===== src/sv/framed_message_rx_queue_top_assert.svh =====
// Assertion macros used by the receive queue datapath
`ifndef FRAMED_MESSAGE_RX_QUEUE_TOP_ASSERT_SVH
`define FRAMED_MESSAGE_RX_QUEUE_TOP_ASSERT_SVH

// Consequent checked in the same cycle as the antecedent
`define FMRQ_ASSERT_SAME(label, ante, cons, msg) \
    label: assert property (@(posedge aclk) disable iff (!aresetn) (ante) |-> (cons)) \
        else $error(msg);

// Consequent checked in the cycle after the antecedent
`define FMRQ_ASSERT_NEXT(label, ante, cons, msg) \
    label: assert property (@(posedge aclk) disable iff (!aresetn) (ante) |=> (cons)) \
        else $error(msg);

`endif


===== src/sv/fmrq_pkg.sv =====
// Package: sizes, codes and control types of the receive queue
package fmrq_pkg;

    localparam int QUEUE_DEPTH = 8;
    localparam int PTR_W       = $clog2(QUEUE_DEPTH);
    localparam int CNT_W       = $clog2(QUEUE_DEPTH + 1);
    localparam int NIB_W       = 4;
    localparam int MSG_W       = 4 * NIB_W;
    localparam int MIN_LEN     = 3;

    localparam logic [NIB_W-1:0] HDR_NIBBLE = 4'hF;
    localparam logic [NIB_W-1:0] TRL_NIBBLE = 4'hE;
    localparam logic [NIB_W-1:0] CNT_SAT    = 4'hF;

    typedef enum logic [1:0] {
        REQ_RECV  = 2'd0,
        REQ_READ  = 2'd1,
        REQ_CLEAR = 2'd2,
        REQ_NONE  = 2'd3
    } req_t;

    typedef enum logic [2:0] {
        ST_STORED  = 3'd0,
        ST_BAD_HDR = 3'd1,
        ST_BAD_TRL = 3'd2,
        ST_FULL    = 3'd3,
        ST_SHORT   = 3'd4,
        ST_READ_OK = 3'd5,
        ST_EMPTY   = 3'd6,
        ST_CLEARED = 3'd7
    } status_t;

    typedef enum logic [2:0] {
        S_IDLE,
        S_EVAL,
        S_SCAN,
        S_RDWAIT,
        S_DONE
    } state_t;

    typedef struct packed {
        logic    cap_in;
        logic    set_st;
        status_t st_code;
        logic    scan_init;
        logic    scan_step;
        logic    store;
        logic    pop;
        logic    clear;
        logic    cap_msg;
        logic    load_out;
    } fmrq_cmd_t;

    typedef struct packed {
        req_t req;
        logic len_short;
        logic hdr_bad;
        logic trl_bad;
        logic rp_pending;
        logic scan_pending;
        logic scan_last;
        logic out_free;
    } fmrq_stat_t;

endpackage


===== src/sv/fmrq_ram.sv =====
// Generic single-write, single-read RAM with registered read data
module fmrq_ram #(
    parameter int WIDTH = 16,
    parameter int DEPTH = 8
) (
    input  logic                     aclk,
    input  logic                     wr_en,
    input  logic [$clog2(DEPTH)-1:0] wr_addr,
    input  logic [WIDTH-1:0]         wr_data,
    input  logic [$clog2(DEPTH)-1:0] rd_addr,
    output logic [WIDTH-1:0]         rd_data
);

    logic [WIDTH-1:0] mem_reg [DEPTH];
    logic [WIDTH-1:0] rd_data_reg;

    always_ff @(posedge aclk) begin
        if (wr_en) begin
            mem_reg[wr_addr] <= wr_data;
        end
        rd_data_reg <= mem_reg[rd_addr];
    end

    assign rd_data = rd_data_reg;

endmodule


===== src/sv/fmrq_ctrl.sv =====
// Controller state machine of the receive queue
module fmrq_ctrl (
    input  logic                aclk,
    input  logic                aresetn,
    input  logic                s_valid,
    output logic                s_ready,
    input  fmrq_pkg::fmrq_stat_t stat,
    output fmrq_pkg::fmrq_cmd_t  cmd
);
    import fmrq_pkg::*;

    state_t state_reg;
    state_t state_next;

    always_ff @(posedge aclk) begin
        if (!aresetn) begin
            state_reg <= S_IDLE;
        end else begin
            state_reg <= state_next;
        end
    end

    always_comb begin
        state_next = state_reg;
        unique case (state_reg)
            S_IDLE: begin
                if (s_valid) state_next = S_EVAL;
            end
            S_EVAL: begin
                unique case (stat.req)
                    REQ_RECV: begin
                        if (stat.len_short || stat.hdr_bad || stat.trl_bad) begin
                            state_next = S_DONE;
                        end else begin
                            state_next = S_SCAN;
                        end
                    end
                    REQ_READ: state_next = stat.rp_pending ? S_RDWAIT : S_DONE;
                    default:  state_next = S_DONE;
                endcase
            end
            S_SCAN: begin
                if (!stat.scan_pending || stat.scan_last) state_next = S_DONE;
            end
            S_RDWAIT: state_next = S_DONE;
            S_DONE: begin
                if (stat.out_free) state_next = S_IDLE;
            end
            default: state_next = S_IDLE;
        endcase
    end

    always_comb begin
        cmd         = '0;
        cmd.st_code = ST_SHORT;
        s_ready     = 1'b0;
        unique case (state_reg)
            S_IDLE: begin
                s_ready    = 1'b1;
                cmd.cap_in = s_valid;
            end
            S_EVAL: begin
                unique case (stat.req)
                    REQ_RECV: begin
                        if (stat.len_short) begin
                            cmd.set_st  = 1'b1;
                            cmd.st_code = ST_SHORT;
                        end else if (stat.hdr_bad) begin
                            cmd.set_st  = 1'b1;
                            cmd.st_code = ST_BAD_HDR;
                        end else if (stat.trl_bad) begin
                            cmd.set_st  = 1'b1;
                            cmd.st_code = ST_BAD_TRL;
                        end else begin
                            cmd.scan_init = 1'b1;
                        end
                    end
                    REQ_READ: begin
                        cmd.set_st = 1'b1;
                        if (stat.rp_pending) begin
                            cmd.pop     = 1'b1;
                            cmd.st_code = ST_READ_OK;
                        end else begin
                            cmd.st_code = ST_EMPTY;
                        end
                    end
                    REQ_CLEAR: begin
                        cmd.clear   = 1'b1;
                        cmd.set_st  = 1'b1;
                        cmd.st_code = ST_CLEARED;
                    end
                    default: begin
                        cmd.set_st  = 1'b1;
                        cmd.st_code = ST_SHORT;
                    end
                endcase
            end
            S_SCAN: begin
                if (!stat.scan_pending) begin
                    cmd.store   = 1'b1;
                    cmd.set_st  = 1'b1;
                    cmd.st_code = ST_STORED;
                end else if (stat.scan_last) begin
                    cmd.set_st  = 1'b1;
                    cmd.st_code = ST_FULL;
                end else begin
                    cmd.scan_step = 1'b1;
                end
            end
            S_RDWAIT: cmd.cap_msg = 1'b1;
            S_DONE:   cmd.load_out = stat.out_free;
            default:  cmd = '0;
        endcase
    end

endmodule


===== src/sv/fmrq_dp.sv =====
// Datapath of the receive queue: request registers, pending marks, slot store, result register
`include "framed_message_rx_queue_top_assert.svh"
module fmrq_dp (
    input  logic                                     aclk,
    input  logic                                     aresetn,
    input  logic [1:0]                               s_req_type,
    input  logic [7:0]                               s_frame_len,
    input  logic [7:0]                               s_frame_byte0,
    input  logic [7:0]                               s_frame_byte1,
    input  logic [7:0]                               s_frame_byte2,
    output logic                                     m_valid,
    input  logic                                     m_ready,
    output logic [2:0]                               m_status,
    output logic [fmrq_pkg::NIB_W-1:0]               m_msg_kind,
    output logic [fmrq_pkg::NIB_W-1:0]               m_msg_val1,
    output logic [fmrq_pkg::NIB_W-1:0]               m_msg_val2,
    output logic [fmrq_pkg::NIB_W-1:0]               m_msg_val3,
    output logic [fmrq_pkg::NIB_W-1:0]               m_pending_count,
    input  fmrq_pkg::fmrq_cmd_t                      cmd,
    output fmrq_pkg::fmrq_stat_t                     stat
);
    import fmrq_pkg::*;

    localparam logic [PTR_W-1:0] LAST_IDX = PTR_W'(QUEUE_DEPTH - 1);

    logic [1:0]             req_reg;
    logic [7:0]             len_reg;
    logic [7:0]             byte0_reg;
    logic [7:0]             byte1_reg;
    logic [7:0]             byte2_reg;
    logic [QUEUE_DEPTH-1:0] pending_reg;
    logic [PTR_W-1:0]       rp_reg;
    logic [PTR_W-1:0]       scan_idx_reg;
    logic [PTR_W-1:0]       scan_cnt_reg;
    logic [CNT_W-1:0]       cnt_reg;
    status_t                status_reg;
    logic [MSG_W-1:0]       msg_reg;
    logic                   m_valid_reg;
    logic [2:0]             m_status_reg;
    logic [MSG_W-1:0]       m_msg_reg;
    logic [NIB_W-1:0]       m_count_reg;

    logic [MSG_W-1:0]       wr_msg;
    logic [MSG_W-1:0]       rd_msg;
    logic [CNT_W+NIB_W-1:0] cnt_ext;
    logic [NIB_W-1:0]       cnt_sat;

    assign wr_msg  = {byte0_reg[3:0], byte1_reg, byte2_reg[7:4]};
    assign cnt_ext = (CNT_W + NIB_W)'(cnt_reg);
    assign cnt_sat = (cnt_ext > (CNT_W + NIB_W)'(CNT_SAT)) ? CNT_SAT : NIB_W'(cnt_reg);

    fmrq_ram #(
        .WIDTH (MSG_W),
        .DEPTH (QUEUE_DEPTH)
    ) u_slot_ram (
        .aclk    (aclk),
        .wr_en   (cmd.store),
        .wr_addr (scan_idx_reg),
        .wr_data (wr_msg),
        .rd_addr (rp_reg),
        .rd_data (rd_msg)
    );

    // request capture, status and message build, scan index and result register load
    always_ff @(posedge aclk) begin
        if (cmd.cap_in) begin
            req_reg   <= s_req_type;
            len_reg   <= s_frame_len;
            byte0_reg <= s_frame_byte0;
            byte1_reg <= s_frame_byte1;
            byte2_reg <= s_frame_byte2;
        end
        if (cmd.set_st) begin
            status_reg <= cmd.st_code;
            msg_reg    <= '0;
        end
        if (cmd.cap_msg) begin
            msg_reg <= rd_msg;
        end
        if (cmd.scan_init) begin
            scan_idx_reg <= rp_reg;
            scan_cnt_reg <= '0;
        end else if (cmd.scan_step) begin
            scan_idx_reg <= (scan_idx_reg == LAST_IDX) ? '0 : scan_idx_reg + 1'b1;
            scan_cnt_reg <= scan_cnt_reg + 1'b1;
        end
        if (cmd.load_out) begin
            m_status_reg <= status_reg;
            m_msg_reg    <= msg_reg;
            m_count_reg  <= cnt_sat;
        end
    end

    // pending marks, read pointer and count
    always_ff @(posedge aclk) begin
        if (!aresetn) begin
            pending_reg <= '0;
            rp_reg      <= '0;
            cnt_reg     <= '0;
        end else if (cmd.clear) begin
            pending_reg <= '0;
            cnt_reg     <= '0;
        end else if (cmd.store) begin
            pending_reg[scan_idx_reg] <= 1'b1;
            cnt_reg                   <= cnt_reg + 1'b1;
        end else if (cmd.pop) begin
            pending_reg[rp_reg] <= 1'b0;
            rp_reg              <= (rp_reg == LAST_IDX) ? '0 : rp_reg + 1'b1;
            cnt_reg             <= cnt_reg - 1'b1;
        end
    end

    always_ff @(posedge aclk) begin
        if (!aresetn) begin
            m_valid_reg <= 1'b0;
        end else if (cmd.load_out) begin
            m_valid_reg <= 1'b1;
        end else if (m_ready) begin
            m_valid_reg <= 1'b0;
        end
    end

    always_comb begin
        stat              = '0;
        stat.req          = req_t'(req_reg);
        stat.len_short    = (len_reg < 8'(MIN_LEN));
        stat.hdr_bad      = (byte0_reg[7:4] != HDR_NIBBLE);
        stat.trl_bad      = (byte2_reg[3:0] != TRL_NIBBLE);
        stat.rp_pending   = pending_reg[rp_reg];
        stat.scan_pending = pending_reg[scan_idx_reg];
        stat.scan_last    = (scan_cnt_reg == LAST_IDX);
        stat.out_free     = !m_valid_reg || m_ready;
    end

    assign m_valid         = m_valid_reg;
    assign m_status        = m_status_reg;
    assign m_msg_kind      = m_msg_reg[4*NIB_W-1:3*NIB_W];
    assign m_msg_val1      = m_msg_reg[3*NIB_W-1:2*NIB_W];
    assign m_msg_val2      = m_msg_reg[2*NIB_W-1:NIB_W];
    assign m_msg_val3      = m_msg_reg[NIB_W-1:0];
    assign m_pending_count = m_count_reg;

    `FMRQ_ASSERT_SAME(a_count_tracks_marks, 1'b1,
        cnt_reg == CNT_W'($countones(pending_reg)), "pending count out of step with marks")
    `FMRQ_ASSERT_SAME(a_store_free_slot, cmd.store,
        !pending_reg[scan_idx_reg], "store into a pending slot")
    `FMRQ_ASSERT_NEXT(a_pop_clears_mark, cmd.pop,
        !pending_reg[$past(rp_reg)], "popped slot still pending")
    `FMRQ_ASSERT_SAME(a_load_when_free, cmd.load_out,
        !m_valid_reg || m_ready, "result register overwritten while held")

endmodule


===== src/sv/framed_message_rx_queue_top.sv =====
// Top level of the framed message receive queue
//
//   channel | direction | handshake           | payload
//   s_      | in        | s_valid / s_ready   | req_type, frame_len, frame_byte0..2
//   m_      | out       | m_valid / m_ready   | status, msg_kind, msg_val1..3, pending_count
//
// One request at a time. A receive that passes the frame checks scans one slot
// per cycle from the read pointer until it finds a free slot or has tried every slot;
// a read that pops passes through a wait state for the slot RAM read data.
// Reset (aresetn low, synchronous) drops all pending marks and zeroes the read pointer.
// A result waits in the output register; when it is not taken, the next request
// is still accepted and held at its end until the register frees up.
module framed_message_rx_queue_top (
    input  logic       aclk,
    input  logic       aresetn,
    input  logic       s_valid,
    output logic       s_ready,
    input  logic [1:0] s_req_type,
    input  logic [7:0] s_frame_len,
    input  logic [7:0] s_frame_byte0,
    input  logic [7:0] s_frame_byte1,
    input  logic [7:0] s_frame_byte2,
    output logic       m_valid,
    input  logic       m_ready,
    output logic [2:0] m_status,
    output logic [3:0] m_msg_kind,
    output logic [3:0] m_msg_val1,
    output logic [3:0] m_msg_val2,
    output logic [3:0] m_msg_val3,
    output logic [3:0] m_pending_count
);
    import fmrq_pkg::*;

    fmrq_cmd_t  cmd;
    fmrq_stat_t stat;

    fmrq_ctrl u_ctrl (
        .aclk    (aclk),
        .aresetn (aresetn),
        .s_valid (s_valid),
        .s_ready (s_ready),
        .stat    (stat),
        .cmd     (cmd)
    );

    fmrq_dp u_dp (
        .aclk            (aclk),
        .aresetn         (aresetn),
        .s_req_type      (s_req_type),
        .s_frame_len     (s_frame_len),
        .s_frame_byte0   (s_frame_byte0),
        .s_frame_byte1   (s_frame_byte1),
        .s_frame_byte2   (s_frame_byte2),
        .m_valid         (m_valid),
        .m_ready         (m_ready),
        .m_status        (m_status),
        .m_msg_kind      (m_msg_kind),
        .m_msg_val1      (m_msg_val1),
        .m_msg_val2      (m_msg_val2),
        .m_msg_val3      (m_msg_val3),
        .m_pending_count (m_pending_count),
        .cmd             (cmd),
        .stat            (stat)
    );

endmodule


===== config.mk =====
export PLATFORM = sky130hd
export DESIGN_NAME = framed_message_rx_queue_top
export DESIGN_NICKNAME = d
export VERILOG_FILES = /design/src/sv/fmrq_pkg.sv /design/src/sv/fmrq_ram.sv /design/src/sv/fmrq_ctrl.sv /design/src/sv/fmrq_dp.sv /design/src/sv/framed_message_rx_queue_top.sv
export VERILOG_INCLUDE_DIRS = /design/src /design/src/sv
export SDC_FILE = /design/constraint.sdc
export NUM_CORES = 1
export LEC_CHECK = 0
export BUFFER_PORTS_ARGS = -buffer_cell sky130_fd_sc_hd__buf_2
export CORE_MARGIN = 10
export CORE_UTILIZATION = 64
export DETAILED_ROUTE_END_ITERATION = 7
export MAX_ROUTING_LAYER = met4
export PLACE_DENSITY = 0.84
export SYNTH_ARGS = -nofsm -noshare
export SYNTH_HDL_FRONTEND = slang
export SYNTH_SLANG_ARGS = --single-unit

===== constraint.sdc =====
create_clock -name aclk -period 9 [get_ports aclk]
set_input_delay 0.9 -clock aclk [delete_from_list [all_inputs] [get_ports aclk]]
set_output_delay 0.9 -clock aclk [all_outputs]
set_load 0.01 [all_outputs]

==> impl_metrics.ini <==
[final_layout]
seq_area_um2 = 6980
drive_gt1_share_pct = 23.1
fillers = 830
multi_input_area_um2 = 2280
antenna_cells_inserted = 0
fin_nets = 693
areaGrowthSynthToFinish_pct = 13.1
largest_reg_flops = 128

[grt]
grt_max_degree = 53
grt_usage_pct = 18.7
grt_overflow_total = 0
grt_pass1_wl_um = 28900
grt_pass1_vias = 5278
grt_antenna_before_repair = 0

[worst_setup_path]
crit_family = compound AO/OA/AOI/OAI gates
crit_type = flip-flop to flip-flop
cpMaxStageDelayCell = edfxtp_1
cp_num_buf_inv = 1
path_cells = nor2b_1 -> a221oi_1 -> o22a_2 -> inv_2 -> ha_1 -> a21o_1 -> a21o_1 -> or4_4 -> a21oi_1 -> nor3b_2
path_common_cell = a21o_1
cp.required_ns = 9.39
critPathMaxStageDelay_ns = 0.60
critPathLaunchType = flip-flop
crit_fanout = 15
end_kind = flip-flop
worst_ep_arrival_time_ns = 3.55

[routing]
wirelength_um = 18500
ant_nets = 0
routed_via_density = 6.26
wl_per_cell_um = 21.9
vias = 5280
dr.pass1.iters = 6
drtIter0Drc = 563
drc = 0

[timing]
skew_ns = 0.0210
timing.setup.tns_ns = 0
hold_viol = 0
slew_headroom_pct = 21.0
fin_crit_sh_pct = 35.1
tightest_slew_ns = 1.18
setup-violations-final = 0
period_minus_slack_ns = 3.16
slew_viol_final = 0
fmax_mhz = 317
rsz0062_at_grt = false

[power]
p_comb_share_pct = 2.8
pwr-share-seq_pct = 56.9
clockPowerShare_pct = 40.3
p_switching_mw = 0.458
p_leak_nw = 3.64
vdd_drop_max_uv = 179
power_mw = 2.28
power.density_nw_per_um2 = 215
switching_share_pct = 20.1
p_int_mw = 1.83

[outcome]
status = finished clean

[cts]
htreeDepth = 1
cts_buffers = 23
clockBufferDepth = 3
cts.clk_slew.worst_paths_ns = 0.06
clock_sinks = 245
postCtsSetupBuffers = 0
root_buffer = clkbuf_16
clock_latency_ns = 0.53
cts.repair.resized = 0
cts_tree = done
cts_hold_buf = 0

[synthesis]
synthDistinctLibCells = 67
synth-seq-area-share_pct = 74.4
yosys.area.top_type = edfxtp_1
yosysTopAreaCellShare_pct = 66.2
syn-num-nets = 624
synth_edf_count = 207
syn_area_um2 = 9380
syn_avg_cell_area_um2 = 16.4
synthesis.instances = 573
ys.flop_type = edfxtp_1
ys_seq_elements = 245
synthArstFlopShare_pct = 0
yosysWarnings = 0
synth.area.top_cells = edfxtp_1 66%, dfxtp_1 8.1%, mux4_2 2.2%

[placement]
routabilityCongestion = 0.882
dp_hpwl_um = 11500
port_buffers = 62

[floorplanning]
initial_core_util_pct = 65.1
io_pins = 63
core_area_um2 = 14400
dieArea_um2 = 19900
fp-row-count = 44
die_h_um = 141
die_w_um = 141

[hold_path]
hold_path.class = flip-flop to flip-flop

[flow_run]
max-cap-violations = 0
metrics by stage:
step                setup slack (ns)  hold slack [ns]  area (um2)  instances  utilization (%)
floorplan                       6.17            0.400        9380        573                -
global placement                6.04            0.402        9880        801             68.5
detailed placement              5.91            0.405        9880        801             68.5
CTS                             5.90            0.420       10600        843             73.6
global route                    5.64            0.433       10600        843             73.6
finish                          5.84            0.414       10600        843             73.6
layout by cell type (no fill, tap or decap), drive strengths merged, types with 9 or more instances in the layout:
master  Yosys  final
a21oi       9      9
nand3       9      9
buf        12     67
and2       19     19
o21ai      13     13
a221oi     16     16
nand2      38     38
mux4        9      9
dfxtp      38     38
mux2       15     15
mux2i      20     20
edfxtp    207    207
clkbuf     11     38
nor2       32     32
ha         12     12
a22oi       9      9
inv        11     12
logic make-up (layout without fill, tap and decap cells):
kind of cell	Yosys count	count (layout)	synth area share [%]
AOI/OAI and AO/OA	93	93	7.81
muxes	44	44	6.09
adders and majority gates	13	13	1.81
xor gates and xnor gates	1	1	0.0934
buffers and inverters	35	121	1.69
DFF	245	245	74.4
and+or+nand+nor	142	142	8.13
synthesized netlist by cell type (5+ instances only):
| cell type | count |
|---|---|
| edfxtp_1 | 207 |
| dfxtp_1 | 38 |
| nand2_1 | 38 |
| nor2_1 | 30 |
| mux2i_1 | 20 |
| and2_1 | 18 |
| a221oi_1 | 16 |
| mux2_2 | 15 |
| o21ai_0 | 13 |
| ha_1 | 12 |
| clkbuf_1 | 11 |
| inv_1 | 10 |
| a21oi_1 | 9 |
| a22oi_1 | 9 |
| mux4_2 | 9 |
| nand3_1 | 9 |
| nor2b_1 | 8 |
| buf_2 | 7 |
| nor3_1 | 6 |
| o221a_2 | 6 |
| o221ai_1 | 6 |
| o22ai_1 | 5 |
cell type report:
type                            instances  area share [%]
Tap cell                              184            2.17
Timing Repair Buffer                   67            3.28
Inverter                               12           0.425
Clock inverter                          4           0.330
Sequential cell                       245            65.8
Multi-Input combinational cell        293            21.5
Clock buffer                           38            6.52
power by group through the flow:
| stage | sequential [mW] | clock (mW) | combinational, mW |
|---|---|---|---|
| 2_1_floorplan | 1.32 | 0 | 0.0342 |
| 3_3_place_gp | 1.32 | 0 | 0.0631 |
| 3_5_place_dp | 1.32 | 0 | 0.0659 |
| 4_1_cts | 1.30 | 0.928 | 0.0662 |
| 5_1_grt | 1.30 | 0.975 | 0.0732 |
| 6_report | 1.30 | 0.919 | 0.0650 |
path summary, 6_finish.rpt:
| check | startpoint | endpoint | slack (ns) | cells after the start |
|---|---|---|---|---|
| min | u_dp.msg_reg[11]$_SDFFCE_PN0P_ | u_dp.m_msg_reg[11]$_DFFE_PP_ | 0.41 | 0 |
| min reg2reg | u_dp.msg_reg[11]$_SDFFCE_PN0P_ | u_dp.m_msg_reg[11]$_DFFE_PP_ | 0.41 | 0 |
| max reg2reg | u_dp.scan_idx_reg[0]$_DFFE_PP_ | u_dp.cnt_reg[3]$_SDFFE_PP0P_ | 5.84 | 10 |
| max | u_dp.scan_idx_reg[0]$_DFFE_PP_ | u_dp.cnt_reg[3]$_SDFFE_PP0P_ | 5.84 | 10 |
routing by layer:
metal,vias up,part of all wire [%],track usage (%)
met2,265,49,29.2
met5,-,0,-
met3,47,8.8,3.90
li1,2385,-,-
met1,2583,40,23.9
met4,0,2.4,6.47
No activity file was read; power rests on OpenSTA's default activity.
